File: src/hdl/ffca_pkg.sv
// Shared types, constants and codes for the first-fit coalescing allocator.
`default_nettype none
package ffca_pkg;

    localparam int ARENA_UNITS  = 1024;
    localparam int UNIT_W       = $clog2(ARENA_UNITS);
    localparam int SIZE_W       = UNIT_W + 1;
    localparam int ENTRY_W      = SIZE_W + 1;
    localparam int BYTES_W      = 21;
    localparam int WANT_W       = BYTES_W + 1;
    localparam int HEADER_BYTES = 64;
    localparam int MAX_SHIFT    = 12;
    localparam int SHIFT_W      = 4;

    typedef enum logic [1:0] {
        REQ_ALLOC  = 2'd0,
        REQ_FREE   = 2'd1,
        REQ_SHRINK = 2'd2,
        REQ_QUERY  = 2'd3
    } req_code_t;

    typedef enum logic [1:0] {
        STAT_OK    = 2'd0,
        STAT_NOFIT = 2'd1,
        STAT_BAD   = 2'd2
    } stat_code_t;

    typedef enum logic {
        CFG_GSHIFT = 1'b0,
        CFG_ARENA  = 1'b1
    } cfg_idx_t;

    typedef enum logic [3:0] {
        ST_INIT,
        ST_IDLE,
        ST_SIZE,
        ST_RD,
        ST_EV,
        ST_NX_RD,
        ST_NX_EV,
        ST_WR2,
        ST_DONE
    } st_t;

    typedef struct packed {
        logic [1:0]         req_type;
        logic [BYTES_W-1:0] size_bytes;
        logic [UNIT_W-1:0]  block_unit;
        logic               use_hint;
    } req_t;

    typedef struct packed {
        logic [1:0]        status;
        logic [UNIT_W-1:0] result_unit;
        logic [SIZE_W-1:0] result_units;
        logic [SIZE_W-1:0] free_units;
        logic              largest_known;
        logic [SIZE_W-1:0] largest_units;
    } rsp_t;

    // Table port: one write and one read address per cycle.
    typedef struct packed {
        logic               we;
        logic [UNIT_W-1:0]  waddr;
        logic [ENTRY_W-1:0] wdata;
        logic [UNIT_W-1:0]  raddr;
    } tbl_ctl_t;

endpackage
`default_nettype wire

File: src/hdl/ffca_engine.sv
// Sequencer that walks the block table and carries out each request.
`default_nettype none
module ffca_engine
(
    input  wire                          clk,
    input  wire                          rst_n,
    input  wire                          start,
    output logic                         busy,
    input  ffca_pkg::req_t               req,
    output logic                         done,
    output ffca_pkg::rsp_t               rsp,
    input  wire                          init_req,
    input  wire  [ffca_pkg::SIZE_W-1:0]  arena_n,
    input  wire  [ffca_pkg::SHIFT_W-1:0] gshift,
    output ffca_pkg::tbl_ctl_t           tbl,
    input  wire  [ffca_pkg::ENTRY_W-1:0] rdata
);
    import ffca_pkg::*;

    st_t                state_reg, state_next;
    req_t               req_reg, req_next;
    logic [WANT_W-1:0]  want_reg, want_next;
    logic [SIZE_W-1:0]  p_reg, p_next;
    logic               locating_reg, locating_next;
    logic               nx_ok_reg, nx_ok_next;
    logic               prev_valid_reg, prev_valid_next;
    logic [UNIT_W-1:0]  prev_unit_reg, prev_unit_next;
    logic               prev_free_reg, prev_free_next;
    logic [SIZE_W-1:0]  prev_size_reg, prev_size_next;
    logic [SIZE_W-1:0]  cur_size_reg, cur_size_next;
    logic               best_valid_reg, best_valid_next;
    logic [UNIT_W-1:0]  best_unit_reg, best_unit_next;
    logic [SIZE_W-1:0]  best_size_reg, best_size_next;
    logic [SIZE_W-1:0]  free_total_reg, free_total_next;
    logic               lg_valid_reg, lg_valid_next;
    logic               lg_present_reg, lg_present_next;
    logic [UNIT_W-1:0]  lg_start_reg, lg_start_next;
    logic [SIZE_W-1:0]  lg_size_reg, lg_size_next;
    logic [1:0]         stat_reg, stat_next;
    logic [UNIT_W-1:0]  r_unit_reg, r_unit_next;
    logic [SIZE_W-1:0]  r_units_reg, r_units_next;
    logic [UNIT_W-1:0]  wr2_addr_reg, wr2_addr_next;
    logic [ENTRY_W-1:0] wr2_data_reg, wr2_data_next;

    logic               e_free;
    logic [SIZE_W-1:0]  e_size;
    logic [SIZE_W:0]    p_adv;
    logic [SIZE_W-1:0]  nxs;
    logic [SIZE_W-1:0]  merged;
    logic [UNIT_W-1:0]  mstart;
    logic [SIZE_W-1:0]  rec_size;
    logic [SIZE_W-1:0]  nu;
    logic [SIZE_W-1:0]  diff;
    logic [WANT_W-1:0]  gmask;
    logic [WANT_W-1:0]  add_term;
    logic               is_unit;

    assign e_free   = rdata[ENTRY_W-1];
    assign e_size   = rdata[SIZE_W-1:0];
    assign p_adv    = {1'b0, p_reg} + {1'b0, e_size};
    assign rec_size = (lg_valid_reg && lg_present_reg) ? lg_size_reg : '0;
    assign nxs      = (nx_ok_reg && e_free) ? e_size : '0;
    assign nu       = want_reg[SIZE_W-1:0];
    assign diff     = cur_size_reg - nu;
    assign is_unit  = (p_reg == {1'b0, req_reg.block_unit});
    assign gmask    = (WANT_W'(1) << gshift) - WANT_W'(1);
    assign add_term = (req_reg.req_type == REQ_ALLOC) ? gmask + WANT_W'(HEADER_BYTES) : gmask;

    always_ff @(posedge clk or negedge rst_n)
    begin
        if (!rst_n)
        begin
            state_reg      <= ST_INIT;
            req_reg        <= '0;
            want_reg       <= '0;
            p_reg          <= '0;
            locating_reg   <= 1'b0;
            nx_ok_reg      <= 1'b0;
            prev_valid_reg <= 1'b0;
            prev_unit_reg  <= '0;
            prev_free_reg  <= 1'b0;
            prev_size_reg  <= '0;
            cur_size_reg   <= '0;
            best_valid_reg <= 1'b0;
            best_unit_reg  <= '0;
            best_size_reg  <= '0;
            free_total_reg <= '0;
            lg_valid_reg   <= 1'b0;
            lg_present_reg <= 1'b0;
            lg_start_reg   <= '0;
            lg_size_reg    <= '0;
            stat_reg       <= STAT_OK;
            r_unit_reg     <= '0;
            r_units_reg    <= '0;
            wr2_addr_reg   <= '0;
            wr2_data_reg   <= '0;
        end
        else
        begin
            state_reg      <= state_next;
            req_reg        <= req_next;
            want_reg       <= want_next;
            p_reg          <= p_next;
            locating_reg   <= locating_next;
            nx_ok_reg      <= nx_ok_next;
            prev_valid_reg <= prev_valid_next;
            prev_unit_reg  <= prev_unit_next;
            prev_free_reg  <= prev_free_next;
            prev_size_reg  <= prev_size_next;
            cur_size_reg   <= cur_size_next;
            best_valid_reg <= best_valid_next;
            best_unit_reg  <= best_unit_next;
            best_size_reg  <= best_size_next;
            free_total_reg <= free_total_next;
            lg_valid_reg   <= lg_valid_next;
            lg_present_reg <= lg_present_next;
            lg_start_reg   <= lg_start_next;
            lg_size_reg    <= lg_size_next;
            stat_reg       <= stat_next;
            r_unit_reg     <= r_unit_next;
            r_units_reg    <= r_units_next;
            wr2_addr_reg   <= wr2_addr_next;
            wr2_data_reg   <= wr2_data_next;
        end
    end

    always_comb
    begin
        state_next      = state_reg;
        req_next        = req_reg;
        want_next       = want_reg;
        p_next          = p_reg;
        locating_next   = locating_reg;
        nx_ok_next      = nx_ok_reg;
        prev_valid_next = prev_valid_reg;
        prev_unit_next  = prev_unit_reg;
        prev_free_next  = prev_free_reg;
        prev_size_next  = prev_size_reg;
        cur_size_next   = cur_size_reg;
        best_valid_next = best_valid_reg;
        best_unit_next  = best_unit_reg;
        best_size_next  = best_size_reg;
        free_total_next = free_total_reg;
        lg_valid_next   = lg_valid_reg;
        lg_present_next = lg_present_reg;
        lg_start_next   = lg_start_reg;
        lg_size_next    = lg_size_reg;
        stat_next       = stat_reg;
        r_unit_next     = r_unit_reg;
        r_units_next    = r_units_reg;
        wr2_addr_next   = wr2_addr_reg;
        wr2_data_next   = wr2_data_reg;
        merged          = '0;
        mstart          = '0;
        tbl.we          = 1'b0;
        tbl.waddr       = '0;
        tbl.wdata       = '0;
        tbl.raddr       = p_reg[UNIT_W-1:0];
        done            = 1'b0;

        unique case (state_reg)
            ST_INIT:
            begin
                // Lay down one free block over the whole arena.
                tbl.we          = 1'b1;
                tbl.waddr       = '0;
                tbl.wdata       = {1'b1, arena_n};
                free_total_next = arena_n;
                lg_valid_next   = 1'b0;
                lg_present_next = 1'b0;
                lg_start_next   = '0;
                lg_size_next    = '0;
                // Repeat when the arena size changes under us.
                if (init_req)
                begin
                    state_next = ST_INIT;
                end
                else
                begin
                    state_next = ST_IDLE;
                end
            end
            ST_IDLE:
            begin
                if (init_req)
                begin
                    state_next = ST_INIT;
                end
                else if (start)
                begin
                    req_next        = req;
                    prev_valid_next = 1'b0;
                    best_valid_next = 1'b0;
                    best_size_next  = '0;
                    stat_next       = STAT_OK;
                    r_unit_next     = '0;
                    r_units_next    = '0;
                    p_next          = '0;
                    state_next      = ST_SIZE;
                end
            end
            ST_SIZE:
            begin
                // Shared shifter: granules needed, header included for allocate.
                want_next     = ({1'b0, req_reg.size_bytes} + add_term) >> gshift;
                locating_next = (req_reg.req_type != REQ_ALLOC) || req_reg.use_hint;
                if (req_reg.req_type == REQ_QUERY)
                begin
                    state_next = ST_DONE;
                end
                else
                begin
                    state_next = ST_RD;
                end
            end
            ST_RD:
            begin
                state_next = ST_EV;
            end
            ST_EV:
            begin
                if (locating_reg)
                begin
                    if (is_unit)
                    begin
                        cur_size_next = e_size;
                        nx_ok_next    = (p_adv < {1'b0, arena_n});
                        if (req_reg.req_type == REQ_ALLOC)
                        begin
                            if (!e_free)
                            begin
                                stat_next  = STAT_BAD;
                                state_next = ST_DONE;
                            end
                            else
                            begin
                                locating_next = 1'b0;
                                state_next    = ST_RD;
                            end
                        end
                        else if (e_free)
                        begin
                            stat_next  = STAT_BAD;
                            state_next = ST_DONE;
                        end
                        else if (req_reg.req_type == REQ_SHRINK &&
                                 (req_reg.size_bytes < BYTES_W'(HEADER_BYTES) ||
                                  want_reg > {{(WANT_W-SIZE_W){1'b0}}, e_size}))
                        begin
                            stat_next  = STAT_BAD;
                            state_next = ST_DONE;
                        end
                        else if (req_reg.req_type == REQ_SHRINK &&
                                 want_reg == {{(WANT_W-SIZE_W){1'b0}}, e_size})
                        begin
                            r_unit_next  = req_reg.block_unit;
                            r_units_next = nu;
                            state_next   = ST_DONE;
                        end
                        else
                        begin
                            p_next = p_adv[SIZE_W-1:0];
                            if (p_adv < {1'b0, arena_n})
                            begin
                                state_next = ST_NX_RD;
                            end
                            else
                            begin
                                state_next = ST_NX_EV;
                            end
                        end
                    end
                    else if (e_size == '0 || p_adv >= {1'b0, arena_n})
                    begin
                        stat_next  = STAT_BAD;
                        state_next = ST_DONE;
                    end
                    else
                    begin
                        prev_valid_next = 1'b1;
                        prev_unit_next  = p_reg[UNIT_W-1:0];
                        prev_free_next  = e_free;
                        prev_size_next  = e_size;
                        p_next          = p_adv[SIZE_W-1:0];
                        state_next      = ST_RD;
                    end
                end
                else if (e_size != '0 && e_free &&
                         {{(WANT_W-SIZE_W){1'b0}}, e_size} >= want_reg)
                begin
                    // Fit: carve the front, split the remainder off as free.
                    tbl.we          = 1'b1;
                    tbl.waddr       = p_reg[UNIT_W-1:0];
                    tbl.wdata       = {1'b0, nu};
                    free_total_next = free_total_reg - nu;
                    if (lg_valid_reg && lg_present_reg &&
                        lg_start_reg == p_reg[UNIT_W-1:0])
                    begin
                        lg_valid_next   = 1'b0;
                        lg_present_next = 1'b0;
                        lg_start_next   = '0;
                        lg_size_next    = '0;
                    end
                    r_unit_next   = p_reg[UNIT_W-1:0];
                    r_units_next  = nu;
                    wr2_addr_next = p_reg[UNIT_W-1:0] + nu[UNIT_W-1:0];
                    wr2_data_next = {1'b1, e_size - nu};
                    if (e_size > nu)
                    begin
                        state_next = ST_WR2;
                    end
                    else
                    begin
                        state_next = ST_DONE;
                    end
                end
                else
                begin
                    if (e_free && !req_reg.use_hint &&
                        (!best_valid_reg || e_size > best_size_reg))
                    begin
                        best_valid_next = 1'b1;
                        best_unit_next  = p_reg[UNIT_W-1:0];
                        best_size_next  = e_size;
                    end
                    if (e_size == '0 || p_adv >= {1'b0, arena_n})
                    begin
                        stat_next  = STAT_NOFIT;
                        state_next = ST_DONE;
                        if (!req_reg.use_hint)
                        begin
                            lg_valid_next = 1'b1;
                            if (e_free && (!best_valid_reg || e_size > best_size_reg))
                            begin
                                lg_present_next = 1'b1;
                                lg_start_next   = p_reg[UNIT_W-1:0];
                                lg_size_next    = e_size;
                            end
                            else
                            begin
                                lg_present_next = best_valid_reg;
                                lg_start_next   = best_valid_reg ? best_unit_reg : '0;
                                lg_size_next    = best_size_reg;
                            end
                        end
                    end
                    else
                    begin
                        p_next     = p_adv[SIZE_W-1:0];
                        state_next = ST_RD;
                    end
                end
            end
            ST_NX_RD:
            begin
                state_next = ST_NX_EV;
            end
            ST_NX_EV:
            begin
                if (req_reg.req_type == REQ_FREE)
                begin
                    if (prev_valid_reg && prev_free_reg)
                    begin
                        mstart = prev_unit_reg;
                        merged = cur_size_reg + nxs + prev_size_reg;
                    end
                    else
                    begin
                        mstart = req_reg.block_unit;
                        merged = cur_size_reg + nxs;
                    end
                    tbl.we          = 1'b1;
                    tbl.waddr       = mstart;
                    tbl.wdata       = {1'b1, merged};
                    free_total_next = free_total_reg + cur_size_reg;
                    r_unit_next     = mstart;
                    r_units_next    = merged;
                    state_next      = ST_DONE;
                end
                else
                begin
                    mstart          = req_reg.block_unit + nu[UNIT_W-1:0];
                    merged          = diff + nxs;
                    tbl.we          = 1'b1;
                    tbl.waddr       = req_reg.block_unit;
                    tbl.wdata       = {1'b0, nu};
                    wr2_addr_next   = mstart;
                    wr2_data_next   = {1'b1, merged};
                    free_total_next = free_total_reg + diff;
                    r_unit_next     = req_reg.block_unit;
                    r_units_next    = nu;
                    state_next      = ST_WR2;
                end
                if (lg_valid_reg && merged > rec_size)
                begin
                    lg_present_next = 1'b1;
                    lg_start_next   = mstart;
                    lg_size_next    = merged;
                end
            end
            ST_WR2:
            begin
                tbl.we     = 1'b1;
                tbl.waddr  = wr2_addr_reg;
                tbl.wdata  = wr2_data_reg;
                state_next = ST_DONE;
            end
            ST_DONE:
            begin
                done = 1'b1;
                if (init_req)
                begin
                    state_next = ST_INIT;
                end
                else
                begin
                    state_next = ST_IDLE;
                end
            end
            default:
            begin
                state_next = ST_IDLE;
            end
        endcase
    end

    assign busy              = (state_reg != ST_IDLE);
    assign rsp.status        = stat_reg;
    assign rsp.result_unit   = r_unit_reg;
    assign rsp.result_units  = r_units_reg;
    assign rsp.free_units    = free_total_reg;
    assign rsp.largest_known = lg_valid_reg;
    assign rsp.largest_units = rec_size;

    a_done_single: assert property (@(posedge clk) disable iff (!rst_n)
        done |=> !done)
        else $error("result strobe held for more than one cycle");
    a_free_bound: assert property (@(posedge clk) disable iff (!rst_n)
        (state_reg == ST_IDLE) |-> (free_total_reg <= arena_n))
        else $error("free total exceeds arena size");
    a_fail_empty: assert property (@(posedge clk) disable iff (!rst_n)
        (done && rsp.status != STAT_OK) |-> (rsp.result_units == '0))
        else $error("failed request reports a block");
    a_rec_known: assert property (@(posedge clk) disable iff (!rst_n)
        (done && !rsp.largest_known) |-> (rsp.largest_units == '0))
        else $error("largest size reported while record invalid");

endmodule
`default_nettype wire

File: config.mk
export PLATFORM = sky130hd
export DESIGN_NAME = ffca_engine
export DESIGN_NICKNAME = d
export VERILOG_FILES = /design/src/hdl/ffca_pkg.sv /design/src/hdl/ffca_engine.sv
export SDC_FILE = /design/constraint.sdc
export NUM_CORES = 1
export LEC_CHECK = 0
export ABC_CLOCK_PERIOD_IN_PS = 5800
export BUFFER_PORTS_ARGS = -buffer_cell sky130_fd_sc_hd__buf_2
export CAP_MARGIN = 30
export CORE_MARGIN = 1.5
export CORE_UTILIZATION = 56
export DETAILED_ROUTE_END_ITERATION = 8
export PLACE_DENSITY = 0.9
export SLEW_MARGIN = 20
export SYNTH_ARGS = -nofsm -noshare
export SYNTH_HDL_FRONTEND = slang
export SYNTH_SLANG_ARGS = --single-unit
File: constraint.sdc
create_clock -name clk -period 5.8 [get_ports clk]
set_input_delay 0 -clock clk [delete_from_list [all_inputs] [get_ports clk]]
set_output_delay 0 -clock clk [all_outputs]
set_load 0.005 [all_outputs]
# After elaboration in Yosys (flattened, before gate mapping)
# Index checks and enable logic that the tools add are counted.
# op_classes
mux,134
order_cmp,8
eq_ne,45
add_sub_neg,14
reduce_logical,43
bitwise,5
shift,2
# ops
op,n
2-to-1 mux 11 bit,36
2-to-1 mux 10 bit,23
case mux 11 bit (3 select lines),3
case mux 23 bit (4 select lines),1
case mux 10 bit (3 select lines),2
2-to-1 mux 4 bit,14
adder 11 bit,5
2-to-1 mux 23 bit,2
2-to-1 mux 22 bit,2
case mux 11 bit (2 select lines),2
"!= test 3 bit, second input constant",13
2-to-1 mux 12 bit,3
> comparator 11 bit,3
subtractor 11 bit,3
case mux 4 bit (8 select lines),1
2-to-1 mux 1 bit,25
2-to-1 mux 2 bit,12
case mux 12 bit (2 select lines),1
adder 21 x 22 -> 22 bit,1
"adder 22 x 7 -> 22 bit, second input constant",1
equality test 22 x 11 -> 1 bit,1
greater-or-equal comparator 11 x 22 -> 1 bit,1
> comparator 22 x 11 -> 1 bit,1
"!= test 2 bit, second input constant",11
41 further kinds,84
# word_totals
ff_bits,208
input_bits,65

# Depth between registers and ports, before layout
# depth
depth_word,11
depth_mapped,33

# Worst setup path before layout
# Ideal clock, no wire load.
# synth_path
path_type,reg-to-reg
from,register nx_ok_reg
to,register lg_size_reg[1]
path_stages_with_launch,27
t_arrival_ps,5303
setup_time_ps,125
path_buffers,2
slack_ps,372
t_required_ps,5675
path_cell_list,dfrtp_1 > clkbuf_1 > nand2_1 > nor2_1 > ha_1 > o21ai_0 > a2bb2o_1 > a221oi_1 > nor2_1 > xnor2_1 > ha_1 > a2111o_1 > o221ai_1 > o21ai_0 > xor2_1 > nand2_1 > xnor3_1 > a21oi_1 > ha_1 > nand4_1 > or2_2 > o2111ai_1 > a211oi_1 > o41ai_1 > a21o_1 > buf_2 > mux2_2
# synth_between
elab_chain_cells,11
elab_cells_between_ends,14
classes_between,add/sub (3); order compare (1); eq/ne (1); mux (6); reduce/logical (3)
# synth_rtl
item,line_no,rtl
start: declaration,ffca_engine.sv:25,"logic nx_ok_reg, nx_ok_next;"
start signal: assignment,ffca_engine.sv:105,nx_ok_reg <= nx_ok_next;
logical AND 1 bit (*),ffca_engine.sv:62,assign nxs = (nx_ok_reg && e_free) ? e_size : '0;
2-to-1 mux 11 bit (*),ffca_engine.sv:62,
adder 11 bit,"ffca_engine.sv:365, ffca_engine.sv:370",
adder 11 bit,ffca_engine.sv:365,merged = cur_size_reg + nxs + prev_size_reg;
2-to-1 mux 11 bit,ffca_engine.sv:362,if (prev_valid_reg && prev_free_reg)
2-to-1 mux 11 bit (*),ffca_engine.sv:360,if (req_reg.req_type == REQ_FREE)
2-to-1 mux 11 bit (*),ffca_engine.sv:161,unique case (state_reg)
> comparator 11 bit,ffca_engine.sv:394,if (lg_valid_reg && merged > rec_size)
logical AND 1 bit,ffca_engine.sv:394,
!= test 2 bit (no line),-,
AND reduction 6 bit (no line),-,
end signal: assignment,ffca_engine.sv:118,lg_size_reg <= lg_size_next;
end: declaration,ffca_engine.sv:38,"logic [SIZE_W-1:0] lg_size_reg, lg_size_next;"
# Mark *: on every way between the ends. The rest lies on a longest branch, timed or not. The select of a mux whose other input is x is not followed.
# A chain may end at the register's enable or synchronous reset.

# Worst setup path in the final report
# Same ends and word-level chain as after synthesis.

==> impl_metrics.csv <==
group,metric,value,unit
final_layout,final_util,66.0,%
grt,grt_max_degree,88,
run,maxCapViolCount,0,
worst_setup_path,slowest_delay,0.37,ns
worst_setup_path,critPathBufInv,5,
placed_design,place_congestion,1.06,
power,p_clk_share,13.1,%
cts,cts-buffers-inserted,25,
sta,finalSetupViolations,0,
grt,grt_pass1_vias,18000,
placed_design,port-buffer-count,145,
worst_setup_path,endpoint_kind,"flop",
worst_setup_path,cp.arrival,5.92,ns
floorplanning,io-pin-count,146,
synthesis,yosys_register_bits,208,
power,pwr-share-seq,22.4,%
routing,wl_met2,29700,µm
worst_setup_path,crit_path_max_fanout,14,
power,leakagePower,0.00985,µW
synthesis,synth_seq_area_share,29.1,%
synthesis,async_flop_share,100,%
sta,fmax,182,MHz
grt,overflow,0,
grt,antenna_found_initial,2,
routing,drtAntennaViolNets,0,
power,p_int,6010,µW
routing,drt-initial-drc-count,2394,
routing,drt_pass1_iterations,7,
cts,path_clk_slew,0.06,ns
sta,setup_slack,0.306,ns
worst_setup_path,cp-start-kind,"flop",
floorplanning,die_y,182,µm
power,ir_worst_vdd,341,µV
worst_hold_path,hp-class,"input pin to flop",
cts,clk_latency,0.55,ns
floorplanning,start_util,56.9,%
routing,drc,0,
final_layout,mostFrequentLayoutCells,"nand2_1, a21oi_1, dfrtp_1",
worst_setup_path,cpMaxStageDelayCell,"dfrtp_1",
placed_design,hpwl,49500,µm
routing,highest-signal-layer,"met4",
synthesis,ys_warn_count,0,
cts,htreeDepth,1,
sta,rsz0062_at_grt,"yes",
final_layout,largest_reg_flops,34,
cts,root_buffer,"clkbuf_16",
sta,post-route-period-util,94.7,%
final_layout,layout.nets,2640,
synthesis,yosysUniqueCellTypes,81,
floorplanning,die_area,33100,µm²
sta,relSlewSlack,34.8,%
worst_setup_path,required,6.23,ns
routing,vias,18700,
outcome,status,"finished clean",
final_layout,layout_commonest_cell,"nand2_1",
sta,finalHoldViolCount,0,
synthesis,synth_area,17900,µm²
cts,cts.sinks,208,
synthesis,syn_area_per_cell,8.00,µm²
synthesis,synth_edf_count,0,
power,p_sw_share,49.7,%
power,comb_power_share,64.5,%
worst_setup_path,cp_common_cell,"ha_1",
final_layout,area_growth,16.1,%
floorplanning,core-area,31500,µm²
sta,fin_crit,5.49,ns
grt,grt_use_total,40.2,%
sta,clock_skew,0.0243,ns
final_layout,fillers,2631,
floorplanning,die_w,182,µm
synthesis,syn_inst,2238,
worst_setup_path,crit_family,"compound AO/OA/AOI/OAI gates",
cts,cts_tree,"done",
placed_design,pre_cts_ws,-0.0922,ns
sta,slew_violations,0,
power,switching_power,5950,µW
synthesis,ys.flop_type,"dfrtp_1",
grt,grt_pass1_wl,102000,µm
worst_setup_path,worst-setup-path-type,"flop to flop",
routing,routed_wl,67700,µm
power,finalPower,12000,µW
routing,route.detailed.wl_per_inst,23.8,µm
floorplanning,rows,65,
routing,dr_wl_met3,7790,µm
final_layout,drive_gt1_share,15.6,%
cts,cts_buffer_depth,3,
power,p_per_area,575,nW/µm²
routing,viasPerCell,6.57,
routing,wl_met1,25400,µm
sta,worstMarginPinSlew,0.975,ns
-- final cells by class --
class	count	area [µm²]	area share, %
clock inverter	11	105	0.506
sequential	208	5210	25.0
multi-input combinational	1802	11900	57.1
inverter	92	345	1.66
tap	402	503	2.42
timing repair buffer	294	2070	9.95
antenna	2	5.00	0.0241
clock buffer	32	682	3.28
-- through the flow --
step | hold WS [ns] | std cells | instance area, µm² | setup TNS [ns]
global placement | 0.0652 | 2728 | 19200 | 0
floorplan | -0.296 | 2239 | 17900 | 0
CTS | 0.0295 | 2834 | 20700 | 0
detailed placement | 0.0731 | 2730 | 19200 | -0.359
global route | 0.0912 | 2841 | 20800 | -0.0900
finish | 0.0577 | 2843 | 20800 | 0
-- layer usage --
metal	track usage [%]	vias up
li1	-	8353
met5	0	-
met1	49.7	8778
met2	63.9	1245
met4	24.1	0
met3	9.39	294
-- what timing repair did --
item,CTS,global route
cloned,0,1
pin swaps,0,6
setup endpoints to repair,6,22
gates resized for setup,1,20
hold endpoints to repair,148,0
buffers inserted,0,4
hold buffers,61,0
-- cell families (layout without fill, tap and decap cells) --
family | count (synthesis) | count (layout) | synth area share, %
buf+inv | 229 | 429 | 5.15
other cells | 1 | 4 | 0.0209
fa+ha+maj | 152 | 152 | 11.0
flops | 208 | 208 | 29.1
xor+xnor | 130 | 130 | 6.44
mux | 110 | 110 | 6.80
compound gates | 653 | 653 | 22.8
simple gates | 755 | 755 | 18.8
-- worst reg2reg max path: cells and delay by family, from the launching register on --
kind | cells | cell delay [ns]
adders and majority gates | 3 | 0.85
xor gates and xnor gates | 2 | 0.21
and+or+nand+nor | 8 | 1.05
buffers and inverters | 5 | 0.64
DFF | 1 | 0.37
AOI/OAI and AO/OA | 12 | 1.93
muxes | 1 | 0.34
-- power by group through the flow --
stage / Combinational, µW / Clock (µW) / Sequential (µW)
after floorplan: 5110 / 0 / 2440
after global placement: 7050 / 0 / 2630
after detailed placement: 7260 / 0 / 2650
after CTS: 7360 / 1580 / 2630
after global routing: 8300 / 1630 / 2720
final: 7710 / 1570 / 2680
-- worst paths after layout --
path,startpoint,endpoint,slack [ns],cells after the start
setup / recovery,nx_ok_reg,lg_size_reg[1],0.31,31
hold / removal,init_req,state_reg[0],0.06,5
setup reg to reg,nx_ok_reg,lg_size_reg[1],0.31,31
hold reg to reg,lg_size_reg[0],lg_size_reg[0],0.48,2
max in group asynchronous,rst_n,lg_valid_reg,4.43,3
min in group asynchronous,rst_n,cur_size_reg[3],0.09,2
-- cell usage after synthesis, types with 9 or more instances --
master / number / area, µm²
nand2_1: 342 / 1280
a21oi_1: 215 / 1080
dfrtp_1: 208 / 5200
nor2_1: 181 / 679
o21ai_0: 150 / 751
ha_1: 144 / 1800
clkbuf_1: 96 / 360
inv_1: 91 / 342
xnor2_1: 77 / 674
mux2_2: 61 / 687
xor2_1: 52 / 455
mux2i_1: 44 / 440
nor3_1: 43 / 215
a21o_1: 37 / 278
a31oi_1: 34 / 213
nand3_1: 31 / 155
nand2b_1: 23 / 144
nor2b_1: 22 / 138
and3_1: 20 / 125
nand4_1: 20 / 125
o211ai_1: 20 / 150
buf_2: 17 / 85.1
nor4_1: 17 / 106
a211oi_1: 16 / 120
and2_1: 16 / 100
o21ai_1: 16 / 80.1
a22oi_1: 15 / 113
a22o_1: 13 / 114
buf_1: 13 / 48.8
o21a_1: 13 / 97.6
o31ai_1: 12 / 90.1
or3_1: 12 / 75.1
buf_4: 11 / 82.6
o22a_1: 11 / 96.3
or2_2: 11 / 68.8
o21bai_1: 10 / 75.1
a221o_1: 9 / 90.1
o22ai_1: 9 / 56.3
No activity file was read; power rests on OpenSTA's default activity.
